==> src/rtl/irpd_pkg.sv <==
`timescale 1ns / 1ps
// ----------------------------------------------------------------------------
// irpd_pkg
// Shared types and constants for the IR pulse-distance frame sender.
// ----------------------------------------------------------------------------
package irpd_pkg;

    // Command codes carried by an input item
    localparam logic CMD_TICK = 1'b0;
    localparam logic CMD_SEND = 1'b1;

    // Frame layout
    localparam int FRAME_BITS = 32;
    localparam logic [5:0] FRAME_BITS_INIT = 6'd32;
    localparam int SLOT_W = 4;

    typedef struct packed {
        logic       command;
        logic [7:0] address;
        logic [7:0] key_code;
    } irpd_item_t;

    typedef struct packed {
        logic ir_level;
        logic busy_res;
        logic frame_done;
    } irpd_result_t;

    // Handshake between the input register and the engine
    typedef struct packed {
        logic valid;
        logic take;
    } irpd_stage_hs_t;

endpackage

==> src/rtl/irpd_if.sv <==
`timescale 1ns / 1ps
// ----------------------------------------------------------------------------
// irpd_if
// Valid/ready channels for the send/tick items and the slot results.
// ----------------------------------------------------------------------------
interface irpd_item_if;
    logic       valid;
    logic       ready;
    logic       command;
    logic [7:0] address;
    logic [7:0] key_code;

    modport source (output valid, output command, output address, output key_code,
                    input ready);
    modport sink   (input valid, input command, input address, input key_code,
                    output ready);
endinterface

interface irpd_result_if;
    logic valid;
    logic ready;
    logic ir_level;
    logic busy_res;
    logic frame_done;

    modport source (output valid, output ir_level, output busy_res, output frame_done,
                    input ready);
    modport sink   (input valid, input ir_level, input busy_res, input frame_done,
                    output ready);
endinterface

==> src/rtl/ir_pulse_distance_frame_sender.sv <==
`timescale 1ns / 1ps
// Path: an accepted item waits in the input register, then its result in the result register.
// Throughput: one item per cycle while the sink takes results; the input register and
// the result register let a new item enter while a finished result waits for the sink.
// Reset (rst_n low, asynchronous): frame idle, both registers empty.
// ----------------------------------------------------------------------------
// ir_pulse_distance_frame_sender
// IR frame sender: lead mark/space, 32 pulse-distance data bits, stop mark.
// ----------------------------------------------------------------------------
module ir_pulse_distance_frame_sender #(
    parameter int LEAD_MARK_SLOTS  = 8,
    parameter int LEAD_SPACE_SLOTS = 8
) (
    input  logic                 clk,
    input  logic                 rst_n,
    irpd_item_if.sink            items,
    irpd_result_if.source        results
);
    import irpd_pkg::*;

    irpd_item_t     in_item;
    irpd_item_t     held_item;
    irpd_stage_hs_t hs;
    irpd_result_t   result;
    logic           take;

    assign in_item.command  = items.command;
    assign in_item.address  = items.address;
    assign in_item.key_code = items.key_code;

    // Input register
    irpd_in_stage u_in_stage (
        .clk      (clk),
        .rst_n    (rst_n),
        .in_valid (items.valid),
        .in_ready (items.ready),
        .in_item  (in_item),
        .take     (take),
        .hs       (hs),
        .item     (held_item)
    );

    // Frame sequencer and result register
    irpd_engine #(
        .LEAD_MARK_SLOTS  (LEAD_MARK_SLOTS),
        .LEAD_SPACE_SLOTS (LEAD_SPACE_SLOTS)
    ) u_engine (
        .clk       (clk),
        .rst_n     (rst_n),
        .hs        (hs),
        .item      (held_item),
        .take      (take),
        .out_valid (results.valid),
        .out_ready (results.ready),
        .result    (result)
    );

    assign results.ir_level   = result.ir_level;
    assign results.busy_res   = result.busy_res;
    assign results.frame_done = result.frame_done;

endmodule

==> src/rtl/irpd_in_stage.sv <==
`timescale 1ns / 1ps
// ----------------------------------------------------------------------------
// irpd_in_stage
// Input register: captures one item per cycle, while the engine takes the held item, ahead of the frame engine.
// ----------------------------------------------------------------------------
module irpd_in_stage (
    input  logic                clk,
    input  logic                rst_n,
    input  logic                in_valid,
    output logic                in_ready,
    input  irpd_pkg::irpd_item_t in_item,
    input  logic                take,
    output irpd_pkg::irpd_stage_hs_t hs,
    output irpd_pkg::irpd_item_t item
);
    import irpd_pkg::*;

    logic       valid_reg;
    logic       valid_next;
    irpd_item_t item_reg;

    // Free when empty or when the engine takes the held item this cycle
    assign in_ready = !valid_reg || take;

    always_comb
    begin
        valid_next = valid_reg;
        if (in_valid && in_ready)
        begin
            valid_next = 1'b1;
        end
        else if (take)
        begin
            valid_next = 1'b0;
        end
    end

    always_ff @(posedge clk or negedge rst_n)
    begin
        if (!rst_n)
        begin
            valid_reg <= 1'b0;
        end
        else
        begin
            valid_reg <= valid_next;
        end
    end

    // Payload, no reset
    always_ff @(posedge clk)
    begin
        if (in_valid && in_ready)
        begin
            item_reg <= in_item;
        end
    end

    assign hs.valid = valid_reg;
    assign hs.take  = take;
    assign item     = item_reg;

endmodule

==> src/rtl/irpd_engine.sv <==
`timescale 1ns / 1ps
// ----------------------------------------------------------------------------
// irpd_engine
// Frame sequencer: one slot decision per item, result held in an output register.
// ----------------------------------------------------------------------------
module irpd_engine #(
    parameter int LEAD_MARK_SLOTS  = 8,
    parameter int LEAD_SPACE_SLOTS = 8
) (
    input  logic                     clk,
    input  logic                     rst_n,
    input  irpd_pkg::irpd_stage_hs_t hs,
    input  irpd_pkg::irpd_item_t     item,
    output logic                     take,
    output logic                     out_valid,
    input  logic                     out_ready,
    output irpd_pkg::irpd_result_t   result
);
    import irpd_pkg::*;

    typedef enum logic [2:0] {
        SEG_IDLE,
        SEG_LEAD_MARK,
        SEG_LEAD_SPACE,
        SEG_DATA,
        SEG_STOP,
        SEG_END
    } seg_t;

    localparam logic [SLOT_W-1:0] MARK_INIT  = SLOT_W'(LEAD_MARK_SLOTS);
    localparam logic [SLOT_W-1:0] SPACE_INIT = SLOT_W'(LEAD_SPACE_SLOTS);

    logic                  active_reg, active_next;
    seg_t                  seg_reg, seg_next;
    logic [SLOT_W-1:0]     slot_reg, slot_next;
    logic [FRAME_BITS-1:0] bits_reg, bits_next;
    logic [5:0]            left_reg, left_next;
    logic [1:0]            phase_reg, phase_next;
    logic                  out_valid_reg, out_valid_next;
    irpd_result_t          result_reg, result_next;

    logic                  process;
    logic [1:0]            last_phase;
    logic [5:0]            left_dec;

    // Output register frees up when empty or when the sink takes it
    assign take    = hs.valid && (!out_valid_reg || out_ready);
    assign process = take;

    assign last_phase = bits_reg[FRAME_BITS-1] ? 2'd3 : 2'd1;
    assign left_dec   = left_reg - 6'd1;

    // Slot decision and state advance
    always_comb
    begin
        active_next = active_reg;
        seg_next    = seg_reg;
        slot_next   = slot_reg;
        bits_next   = bits_reg;
        left_next   = left_reg;
        phase_next  = phase_reg;
        result_next = result_reg;

        if (process)
        begin
            result_next.ir_level   = 1'b0;
            result_next.frame_done = 1'b0;
            if (item.command == CMD_SEND)
            begin
                if (!active_reg)
                begin
                    active_next = 1'b1;
                    seg_next    = SEG_LEAD_MARK;
                    slot_next   = MARK_INIT;
                    bits_next   = {item.address, item.address, item.key_code,
                                   ~item.key_code};
                    left_next   = FRAME_BITS_INIT;
                    phase_next  = 2'd0;
                end
            end
            else if (active_reg)
            begin
                unique case (seg_reg)
                    SEG_LEAD_MARK:
                    begin
                        result_next.ir_level = 1'b1;
                        if (slot_reg <= SLOT_W'(1))
                        begin
                            seg_next  = SEG_LEAD_SPACE;
                            slot_next = SPACE_INIT;
                        end
                        else
                        begin
                            slot_next = slot_reg - SLOT_W'(1);
                        end
                    end
                    SEG_LEAD_SPACE:
                    begin
                        if (slot_reg <= SLOT_W'(1))
                        begin
                            seg_next  = SEG_DATA;
                            slot_next = '0;
                        end
                        else
                        begin
                            slot_next = slot_reg - SLOT_W'(1);
                        end
                    end
                    SEG_DATA:
                    begin
                        result_next.ir_level = (phase_reg == 2'd0);
                        if (phase_reg >= last_phase)
                        begin
                            phase_next = 2'd0;
                            bits_next  = {bits_reg[FRAME_BITS-2:0], 1'b0};
                            left_next  = left_dec;
                            if (left_dec == 6'd0)
                            begin
                                seg_next = SEG_STOP;
                            end
                        end
                        else
                        begin
                            phase_next = phase_reg + 2'd1;
                        end
                    end
                    SEG_STOP:
                    begin
                        result_next.ir_level = 1'b1;
                        seg_next             = SEG_END;
                    end
                    default:
                    begin
                        // end of frame, or a segment code that means nothing
                        active_next            = 1'b0;
                        seg_next               = SEG_IDLE;
                        slot_next              = '0;
                        bits_next              = '0;
                        left_next              = '0;
                        phase_next             = 2'd0;
                        result_next.frame_done = 1'b1;
                    end
                endcase
            end
            result_next.busy_res = active_next;
        end
    end

    always_comb
    begin
        out_valid_next = out_valid_reg;
        if (process)
        begin
            out_valid_next = 1'b1;
        end
        else if (out_ready)
        begin
            out_valid_next = 1'b0;
        end
    end

    // Control state
    always_ff @(posedge clk or negedge rst_n)
    begin
        if (!rst_n)
        begin
            active_reg    <= 1'b0;
            seg_reg       <= SEG_IDLE;
            slot_reg      <= '0;
            left_reg      <= '0;
            phase_reg     <= 2'd0;
            out_valid_reg <= 1'b0;
        end
        else
        begin
            active_reg    <= active_next;
            seg_reg       <= seg_next;
            slot_reg      <= slot_next;
            left_reg      <= left_next;
            phase_reg     <= phase_next;
            out_valid_reg <= out_valid_next;
        end
    end

    // Payload
    always_ff @(posedge clk)
    begin
        bits_reg   <= bits_next;
        result_reg <= result_next;
    end

    assign out_valid = out_valid_reg;
    assign result    = result_reg;

endmodule

==> src/flat_wrapper.sv <==
// flat-port wrapper written by rule: the top's interface ports become plain ports
module ir_pulse_distance_frame_sender_flat import irpd_pkg::*;
#(
    parameter int LEAD_MARK_SLOTS  = 8,
    parameter int LEAD_SPACE_SLOTS = 8
)
  (clk, rst_n, items_valid, items_command, items_address, items_key_code, items_ready, results_valid, results_ir_level, results_busy_res, results_frame_done, results_ready);
  irpd_item_if items_i ();
  irpd_result_if results_i ();
  input  logic clk;
  input  logic rst_n;
  input wire logic [$bits(items_i.valid)-1:0] items_valid;
  input wire logic [$bits(items_i.command)-1:0] items_command;
  input wire logic [$bits(items_i.address)-1:0] items_address;
  input wire logic [$bits(items_i.key_code)-1:0] items_key_code;
  output wire logic [$bits(items_i.ready)-1:0] items_ready;
  output wire logic [$bits(results_i.valid)-1:0] results_valid;
  output wire logic [$bits(results_i.ir_level)-1:0] results_ir_level;
  output wire logic [$bits(results_i.busy_res)-1:0] results_busy_res;
  output wire logic [$bits(results_i.frame_done)-1:0] results_frame_done;
  input wire logic [$bits(results_i.ready)-1:0] results_ready;
  assign items_i.valid = items_valid;
  assign items_i.command = items_command;
  assign items_i.address = items_address;
  assign items_i.key_code = items_key_code;
  assign items_ready = items_i.ready;
  assign results_valid = results_i.valid;
  assign results_ir_level = results_i.ir_level;
  assign results_busy_res = results_i.busy_res;
  assign results_frame_done = results_i.frame_done;
  assign results_i.ready = results_ready;
  ir_pulse_distance_frame_sender #(.LEAD_MARK_SLOTS(LEAD_MARK_SLOTS), .LEAD_SPACE_SLOTS(LEAD_SPACE_SLOTS)) u_core (.clk(clk), .rst_n(rst_n), .items(items_i), .results(results_i));
endmodule
==> config.mk <==
export PLATFORM = sky130hd
export DESIGN_NAME = ir_pulse_distance_frame_sender_flat
export DESIGN_NICKNAME = d
export VERILOG_FILES = /design/src/rtl/irpd_pkg.sv /design/src/rtl/irpd_if.sv /design/src/rtl/ir_pulse_distance_frame_sender.sv /design/src/rtl/irpd_in_stage.sv /design/src/rtl/irpd_engine.sv /design/src/flat_wrapper.sv
export SDC_FILE = /design/constraint.sdc
export NUM_CORES = 1
export LEC_CHECK = 0
export ABC_AREA = 1
export CAP_MARGIN = 15
export CORE_MARGIN = 2
export CORE_UTILIZATION = 62
export CTS_CLUSTER_DIAMETER = 30
export DETAILED_ROUTE_END_ITERATION = 8
export DONT_BUFFER_PORTS = 1
export GPL_ROUTABILITY_DRIVEN = 0
export PLACE_DENSITY = 0.89
export SETUP_SLACK_MARGIN = 0.02
export SLEW_MARGIN = 25
export SYNTH_ARGS = -nofsm -noshare
export SYNTH_HDL_FRONTEND = slang
export SYNTH_SLANG_ARGS = --single-unit
export TNS_END_PERCENT = 50
==> constraint.sdc <==
create_clock -name clk -period 2.7 [get_ports clk]
set_input_delay 0.27 -clock clk [delete_from_list [all_inputs] [get_ports clk]]
set_output_delay 0.27 -clock clk [all_outputs]
set_load 0.02 [all_outputs]
==> impl_metrics.ini, run 1 <==
[setup_path]
path_cells = a21oi_1 -> buf_4 -> nand3_2 -> nor2_4 -> buf_4 -> nand2_2 -> o21ai_1
cp.arrival_ps = 2220
slowest_stage = dfrtp_1
end_kind = register
startpoint_type = register
critPathMaxFanout = 38
cp_common_cell = buf_4
crit_type = reg2reg
crit_required_ps = 2960
slowest_delay_ps = 480

[sta]
fin_ws_ps = 745.7
rsz0062_at_grt = no
relSlewSlack_pct = 43.44
hold_violations = 0
fin_tns_setup_ps = 0
min_period_ps = 1954
slew_violations = 0
clock_skew_ps = 6.784
fin_crit_sh_pct = 72.38
finalSetupViolations = 0
clock.fmax_mhz = 511.7
worst_pin_slew_ps = 845.6

[cells_and_area]
fin_util_pct = 74.16
layout.cells.non_filler = 383
largest_reg_flops = 32
num-nets-final = 340
layout-drive-gt1-share_pct = 8.861
diodes = 0
final_area_um2 = 3526
syn_to_final_growth_pct = 14.93

[die]
start_util_pct = 64.53
io_pins = 26
die-area_um2 = 5527
die_h_um = 74.35
dieWidth_um = 74.35
num_rows = 25
core_um2 = 4755

[cts]
cts_tree = yes
cts_sinks = 70
cts-htree-levels = 3
cts_buffer_depth = 2
path_clk_slew_ps = 70
root_buffer = clkbuf_8
numCtsBuffers = 9
clkLatencyLatePin_ps = 350

[synth]
syn_area_um2 = 3068
ys_top_cells_by_count = 64 x nand2_1, 52 x edfxtp_1, 38 x inv_1
synth_area_leaders = edfxtp_1 51%, dfrtp_1 15%, nand2_1 7.8%
synth_fa_ha_area_share_pct = 3.263
yosysWarningCount = 0
synthSimpleGateAreaFrac_pct = 15.42
synth_top_family_by_area = simple AND/OR/NAND/NOR gates
synth_edf_count = 52
ys_seq_area_share_pct = 65.58
synth_compound_area_share_pct = 9.869
ys_seq_elements = 70
synth_top_area_share_pct = 50.90
synth-main-ff-cell = edfxtp_1
synth_xor_area_share_pct = 0
synthMuxAreaShare_pct = 0
synth_top_cell_by_area = edfxtp_1
yosysMostFrequentCell = nand2_1
syn-instance-count = 284
synthesis.nets = 313
async_reset_ff_share_pct = 25.71
syn_avg_cell_area_um2 = 10.80
ys_types = 24

[grt]
grt_remaining_overflow = 0
grt_use_total_pct = 22.45
antenna_found_initial = 0
grt_pass1_vias = 2029
grt_pass1_wl_um = 8825
grt_max_degree = 39

[placed_design]
dp_hpwl_um = 3444
placed_cells = 349
portBuffers = 0
pre_cts_slack_ps = 842.4
placement.cell_area_um2 = 3156

[routing]
ant_nets = 0
wire_per_inst_um = 15.66
vias = 2125
via_per_inst = 5.548
drcViolationCount = 0
wl_um = 5998
drt_pre_antenna_iters = 4
drt_iter0_drc = 214

[worst_hold_path]
worst_hold_path_type = in2reg

[pwr]
p_per_area_nw_per_um2 = 866.2
power_leakage_nw = 1.437
ir_drop_v = 0.0006047

[run_status]
status = finished, final reports clean

[job]
max_cap_viol_count = 0
-- layout make-up --
cell class              instances  area (um2)
clock buffers                  10       127.6
inverters                      39       146.4
flip-flops and latches         70        2012
repair buffers                 23       217.7
well taps                      67       83.83
fillers                       302        1229
multi-input cells             168       875.8
clock inverters                 6       62.56
-- critical path: cells and delay by family, from the launching register on --
| kind | cells | cell delay (ps) |
|---|---|---|
| AO/OA/AOI/OAI | 2 | 390 |
| flip-flops | 1 | 480 |
| buffers and inverters | 2 | 610 |
| AND/OR/NAND/NOR | 3 | 370 |
-- report_power, final --
| group | internal [mW] | switching (mW) |
|---|---|---|
| combinational | 0.238 | 0.489 |
| sequential | 1.39 | 0.122 |
| clock | 0.423 | 0.388 |
-- logic make-up after synthesis --
family                   after synthesis
flip-flops                            70
buffers and inverters                 46
AO/OA/AOI/OAI                         54
AND/OR/NAND/NOR                      106
adder cells (fa/ha/maj)                8
-- layout by cell type, fill, tap and decap left out --
| cell | instances |
|---|---|
| nand2_2 | 3 |
| nor3_4 | 1 |
| nand3_1 | 17 |
| clkbuf_1 | 1 |
| clkinvlp_4 | 2 |
| nand2_1 | 64 |
| and2_1 | 1 |
| nand4_1 | 2 |
| nand3_2 | 1 |
| edfxtp_1 | 52 |
| a22o_1 | 8 |
| inv_2 | 1 |
| nor2_4 | 2 |
| dlygate4sd3_1 | 18 |
| ha_1 | 8 |
| clkinv_4 | 1 |
| buf_4 | 5 |
| clkbuf_8 | 9 |
| o21ai_1 | 4 |
| o21ai_0 | 33 |
| clkinv_2 | 1 |
| clkinv_1 | 1 |
| nor2_1 | 12 |
| o22ai_1 | 1 |
| a31oi_1 | 1 |
| nor2_2 | 1 |
| a21oi_1 | 7 |
| inv_1 | 38 |
| nor3_1 | 2 |
| dfrtp_1 | 18 |
| bufinv_16 | 1 |
-- timing repair --
| action | CTS | global route |
|---|---|---|
| gates resized for setup | 0 | 0 |
| hold buffers | 1 | 17 |
| endpoints found under the hold margin | 18 | 17 |
| buffers inserted | 0 | 0 |
-- per-layer routing --
layer / GRT usage (%) / wire [um]
met1: 26.58 / 2457
met5: 0 / 0
met4: 13.29 / 175
met3: 7.046 / 303
met2: 36.31 / 3061
-- per-stage QoR --
step | power (mW) | hold slack (ps)
2_1_floorplan | 2.037 | -25.59
3_3_place_gp | 2.159 | -25.30
3_5_place_dp | 2.197 | -25.31
4_1_cts | 3.023 | 1.568
5_1_grt | 3.219 | 63.15
6_report | 3.054 | 56.29
-- path summary, 6_finish.rpt --
| path | startpoint | end | slack, ps | cells past startpoint |
|---|---|---|---|---|
| min reg2reg | u_core.u_engine.slot_reg[0] | u_core.u_engine.slot_reg[0] | 520 | 1 |
| max reg2reg | u_core.u_engine.out_valid | u_core.u_engine.left_reg[4] | 750 | 7 |
| max | u_core.u_engine.out_valid | u_core.u_engine.left_reg[4] | 750 | 7 |
| max in group asynchronous | rst_n | u_core.u_engine.left_reg[2] | 1700 | 1 |
| min | items_valid | u_core.u_in_stage.valid_reg | 60 | 2 |
| min in group asynchronous | rst_n | u_core.u_engine.out_valid | 470 | 1 |
Note: power is estimated with default switching activity, not from simulation.
==> inputs of run 2 (changes only) <==
- clock period: 2.7 -> 2 ns (I/O delays scaled with it)
==> run 2 against run 1 <==
Largest cell class unchanged. Clock skew increased by 2.3 ps. Worst hold slack got worse by 25 ps. Highest routed layer unchanged. Total power increased by 38%. Final area increased by 2.1%. Critical path depth decreased by 1.
==> impl_metrics.ini, run 2 (synthesis gave the netlist of run 1 again) <==
[grt]
grt_pass1_vias = 2087
grt_pass1_wl_um = 9929
grt_max_degree = 29
grt_remaining_overflow = 0
antenna_found_initial = 0
grt_use_total_pct = 25.69

[cts]
cts-htree-levels = 3
path_clk_slew_ps = 80
clkLatencyLatePin_ps = 350
numCtsBuffers = 9
cts_buffer_depth = 2
root_buffer = clkbuf_8
cts_sinks = 70
cts_tree = yes

[die]
start_util_pct = 64.53
dieWidth_um = 74.35
core_um2 = 4755
io_pins = 26
die-area_um2 = 5527
num_rows = 25
die_h_um = 74.35

[pwr]
power_frac_clock_pct = 27.2
power_switching_share_pct = 33.13
p_per_area_nw_per_um2 = 1171
combPwrFrac_pct = 24.2
power_leakage_nw = 1.470
intPower_mw = 2.819
net-switching-power_mw = 1.397
power_mw = 4.215
p_seq_share_pct = 48.6
ir_drop_v = 0.0009279

[routing]
wire_per_inst_um = 16.10
wl_um = 6230
via_per_inst = 5.592
drt_iter0_drc = 283
vias = 2164
ant_nets = 0
drcViolationCount = 0
drt_pre_antenna_iters = 4

[cells_and_area]
final_cell_mix = 64 x nand2_1, 52 x edfxtp_1, 37 x inv_1
mostFrequentLayoutCell = nand2_1
layout-drive-gt1-share_pct = 10.31
largest_reg_flops = 32
num-nets-final = 344
layout.cells.non_filler = 387
diodes = 0
nFillCells = 297
syn_to_final_growth_pct = 17.33

[setup_path]
path_cells = a21oi_1 -> buf_4 -> nand2_1 -> nor2_1 -> nand3_1 -> o21ai_0
crit_required_ps = 2260
startpoint_type = register
critPathMaxFanout = 6
startpoint = u_core.u_engine.out_valid
slowest_delay_ps = 490
end_kind = register
slowest_stage = dfrtp_1
r2r-start = u_core.u_engine.out_valid
crit_type = reg2reg
path_delay_family = compound AO/OA/AOI/OAI gates
path_buf_inv = 1
cp.arrival_ps = 2100

[placed_design]
placed_cells = 352
portBuffers = 0
dp_hpwl_um = 3822

[worst_hold_path]
worst_hold_path_type = in2reg
hold_start = results_ready

[sta]
clock_skew_ps = 9.090
clock.fmax_mhz = 543.9
fin_crit_sh_pct = 91.93
slew_violations = 0
hold_violations = 0
finalSetupViolations = 0
min_period_ps = 1839
worst_pin_slew_ps = 842.8
rsz0062_at_grt = no
worst_hold_slack_ps = 30.90
relSlewSlack_pct = 43.63

[run_status]
status = finished, final reports clean

[job]
max_cap_viol_count = 0
[run 2: worst min-delay path: stages]
cell and delay, ps:
inv_1 50, nand2_1 60, nand2_1 40
[run 2: cell type report]
type	count	area, um2	share of cell area (%)
multi-input combinational	168	895.9	24.89
clock inverter	6	68.82	1.912
sequential	70	2012	55.89
timing repair buffer	27	262.8	7.299
inverter	39	148.9	4.136
tap	67	83.83	2.329
clock buffer	10	127.6	3.545
[run 2: repair_timing]
item,4_1_cts,5_1_grt
hold endpoints to repair,36,0
resized for setup,0,0
hold buffers,19,0
setup buffers,0,0
[run 2: metal layers]
| layer | vias up | GRT usage (%) | part of all wire [%] |
|---|---|---|---|
| li1 | 1032 | - | - |
| met1 | 1042 | 33.12 | 40 |
| met2 | 74 | 40.97 | 51 |
| met3 | 16 | 9.214 | 6.4 |
| met4 | 0 | 8.929 | 2.4 |
| met5 | - | 0 | 0 |
[run 2: power groups by stage]
stage / Combinational [mW] / Clock (mW) / Sequential (mW)
after floorplan: 0.749 / 0 / 2.03
after global placement: 0.905 / 0 / 2.06
after detailed placement: 0.964 / 0 / 2.07
after CTS: 1.01 / 1.15 / 2.04
after global routing: 1.16 / 1.21 / 2.08
final: 1.02 / 1.15 / 2.05
[run 2: worst paths after layout]
| check | end | slack (ps) | cells after the start |
|---|---|---|---|
| setup / recovery | u_core.u_engine.phase_reg[1] | 160 | 6 |
| hold / removal | u_core.u_engine.out_valid | 30 | 3 |
| setup reg to reg | u_core.u_engine.phase_reg[1] | 160 | 6 |
| hold reg to reg | u_core.u_engine.out_valid | 520 | 2 |
| max in group asynchronous | u_core.u_engine.slot_reg[3] | 1090 | 1 |
| min in group asynchronous | u_core.u_engine.left_reg[0] | 390 | 1 |
[run 2: per-stage QoR]
stage	worst slack (ps)	setup TNS, ps	cell area [um2]	utilization, %
2_1_floorplan	-159.3	-5765	3109	-
3_3_place_gp	335.7	0	3213	67.58
3_5_place_dp	232.2	0	3213	67.58
4_1_cts	212.8	0	3600	75.71
5_1_grt	73.40	0	3600	75.71
6_report	161.4	0	3600	75.71
==> inputs of run 3 (changes only) <==
- CTS_BUF_LIST: not set -> sky130_fd_sc_hd__clkbuf_4 sky130_fd_sc_hd__clkbuf_8 sky130_fd_sc_hd__clkbuf_16
- RECOVER_POWER: not set -> 50
==> run 3 against run 2 <==
Cell count did not move. First-iteration DRC count rose by 0.71%. Clock-buffer cell count did not move. Non-clock buffer count did not move. Fmax fell by 0.13%. Sequential share of layout area barely moved. Largest power group unchanged. Clock skew fell by 2.4 ps. Routed wire length rose by 0.56%. Utilization barely moved. Clock power barely moved.
==> impl_metrics.ini, run 3 (synthesis gave the netlist of run 1 again) <==
[pwr]
ir_drop_v = 0.0009228
intPower_mw = 2.830
combPwrFrac_pct = 24.1
net-switching-power_mw = 1.390
power_mw = 4.220
p_seq_share_pct = 48.6
p_per_area_nw_per_um2 = 1173
power_leakage_nw = 1.472
power_frac_clock_pct = 27.3
power_switching_share_pct = 32.94

[grt]
grt_remaining_overflow = 0
grt_pass1_wl_um = 10010
grt_use_total_pct = 25.80
grt_max_degree = 29
antenna_found_initial = 0
grt_pass1_vias = 2097

[routing]
drt_pre_antenna_iters = 6
drt_iter0_drc = 285
ant_nets = 0
wire_per_inst_um = 16.19
wl_um = 6265
drcViolationCount = 0
via_per_inst = 5.597
vias = 2166

[setup_path]
path_cells = a21oi_1 -> buf_4 -> nand2_1 -> nor2_1 -> nand3_1 -> o21ai_0
path_buf_inv = 1
slowest_stage = dfrtp_1
cp.arrival_ps = 2100
slowest_delay_ps = 490
critPathMaxFanout = 6
startpoint_type = register
crit_required_ps = 2260
crit_type = reg2reg
end_kind = register
path_delay_family = compound AO/OA/AOI/OAI gates

[cells_and_area]
num-nets-final = 344
mostFrequentLayoutCell = nand2_1
multi_input_area_um2 = 895.9
largest_reg_flops = 32
final_cell_mix = 64 x nand2_1, 52 x edfxtp_1, 37 x inv_1
fin_util_pct = 75.68
layout-drive-gt1-share_pct = 10.63
nFillCells = 299
seqCellArea_um2 = 2012
diodes = 0
syn_to_final_growth_pct = 17.29
final_area_um2 = 3598

[die]
die-area_um2 = 5527
num_rows = 25
start_util_pct = 64.53
core_um2 = 4755
io_pins = 26
dieWidth_um = 74.35
die_h_um = 74.35

[sta]
rsz0062_at_grt = no
hold_violations = 0
clock_skew_ps = 6.699
slew_violations = 0
worst_hold_slack_ps = 31.69
relSlewSlack_pct = 43.18
min_period_ps = 1841
clock.fmax_mhz = 543.2
fin_tns_setup_ps = 0
worst_pin_slew_ps = 849.6
fin_crit_sh_pct = 92.05
finalSetupViolations = 0

[job]
max_cap_viol_count = 0

[run_status]
status = finished, final reports clean

[cts]
cts_sinks = 70
hold_buffers = 19
path_clk_slew_ps = 80
cts-htree-levels = 3
cts_tree = yes
postCtsSetupRepairBufs = 0
postCtsResizedCells = 0
root_buffer = clkbuf_8
clkLatencyLatePin_ps = 350
numCtsBuffers = 9
cts_buffer_depth = 2

[placed_design]
portBuffers = 0
placement.cell_area_um2 = 3213
dp_hpwl_um = 3822

[worst_hold_path]
worst_hold_path_type = in2reg
run 3: changes by cell type in the layout (fill, tap and decap cells not counted):
cell / change
buf_4: -2
clkbuf_2: +2
clkbuf_1: -1
clkbuf_4: +1
run 3: final cells by class:
| type | count | share of cell area [%] |
|---|---|---|
| Tap cell | 67 | 2.330 |
| Timing Repair Buffer | 27 | 7.163 |
| Inverter | 39 | 4.138 |
| Sequential cell | 70 | 55.91 |
| Multi-Input combinational cell | 168 | 24.90 |
| Clock buffer | 10 | 3.651 |
| Clock inverter | 6 | 1.912 |
run 3: final timing paths:
check / startpoint / end / slack, ps / cells past startpoint
setup / recovery: u_core.u_engine.out_valid / u_core.u_engine.phase_reg[1] / 160 / 6
max in group asynchronous: rst_n / u_core.u_engine.seg_reg[2] / 1080 / 1
setup reg to reg: u_core.u_engine.out_valid / u_core.u_engine.phase_reg[1] / 160 / 6
hold / removal: results_ready / u_core.u_engine.out_valid / 30 / 3
hold reg to reg: u_core.u_in_stage.valid_reg / u_core.u_engine.out_valid / 520 / 2
min in group asynchronous: rst_n / u_core.u_engine.left_reg[0] / 400 / 1
run 3: power groups by stage:
stage	registers, mW	logic (mW)	clock network [mW]
after floorplan	2.03	0.749	0
after global placement	2.06	0.905	0
after detailed placement	2.07	0.964	0
after CTS	2.04	1.01	1.16
after global routing	2.08	1.16	1.22
final	2.05	1.02	1.15
run 3: routing by layer:
metal	vias to the layer above	part of all wire (%)	GRT usage (%)
met1	1041	40	32.65
met5	-	0	0
met3	11	6.8	9.892
met2	81	51	41.57
li1	1033	-	-
met4	0	1.9	8.532
run 3: per-stage QoR:
stage	cells	setup slack (ps)
after floorplan	284	-159.3
after global placement	352	335.7
after detailed placement	352	232.2
after CTS	387	212.8
after global routing	387	72.24
final	387	159.0
run 3: worst min-delay path: stages:
cell and delay, ps:
inv_1 50, nand2_1 60, nand2_1 40
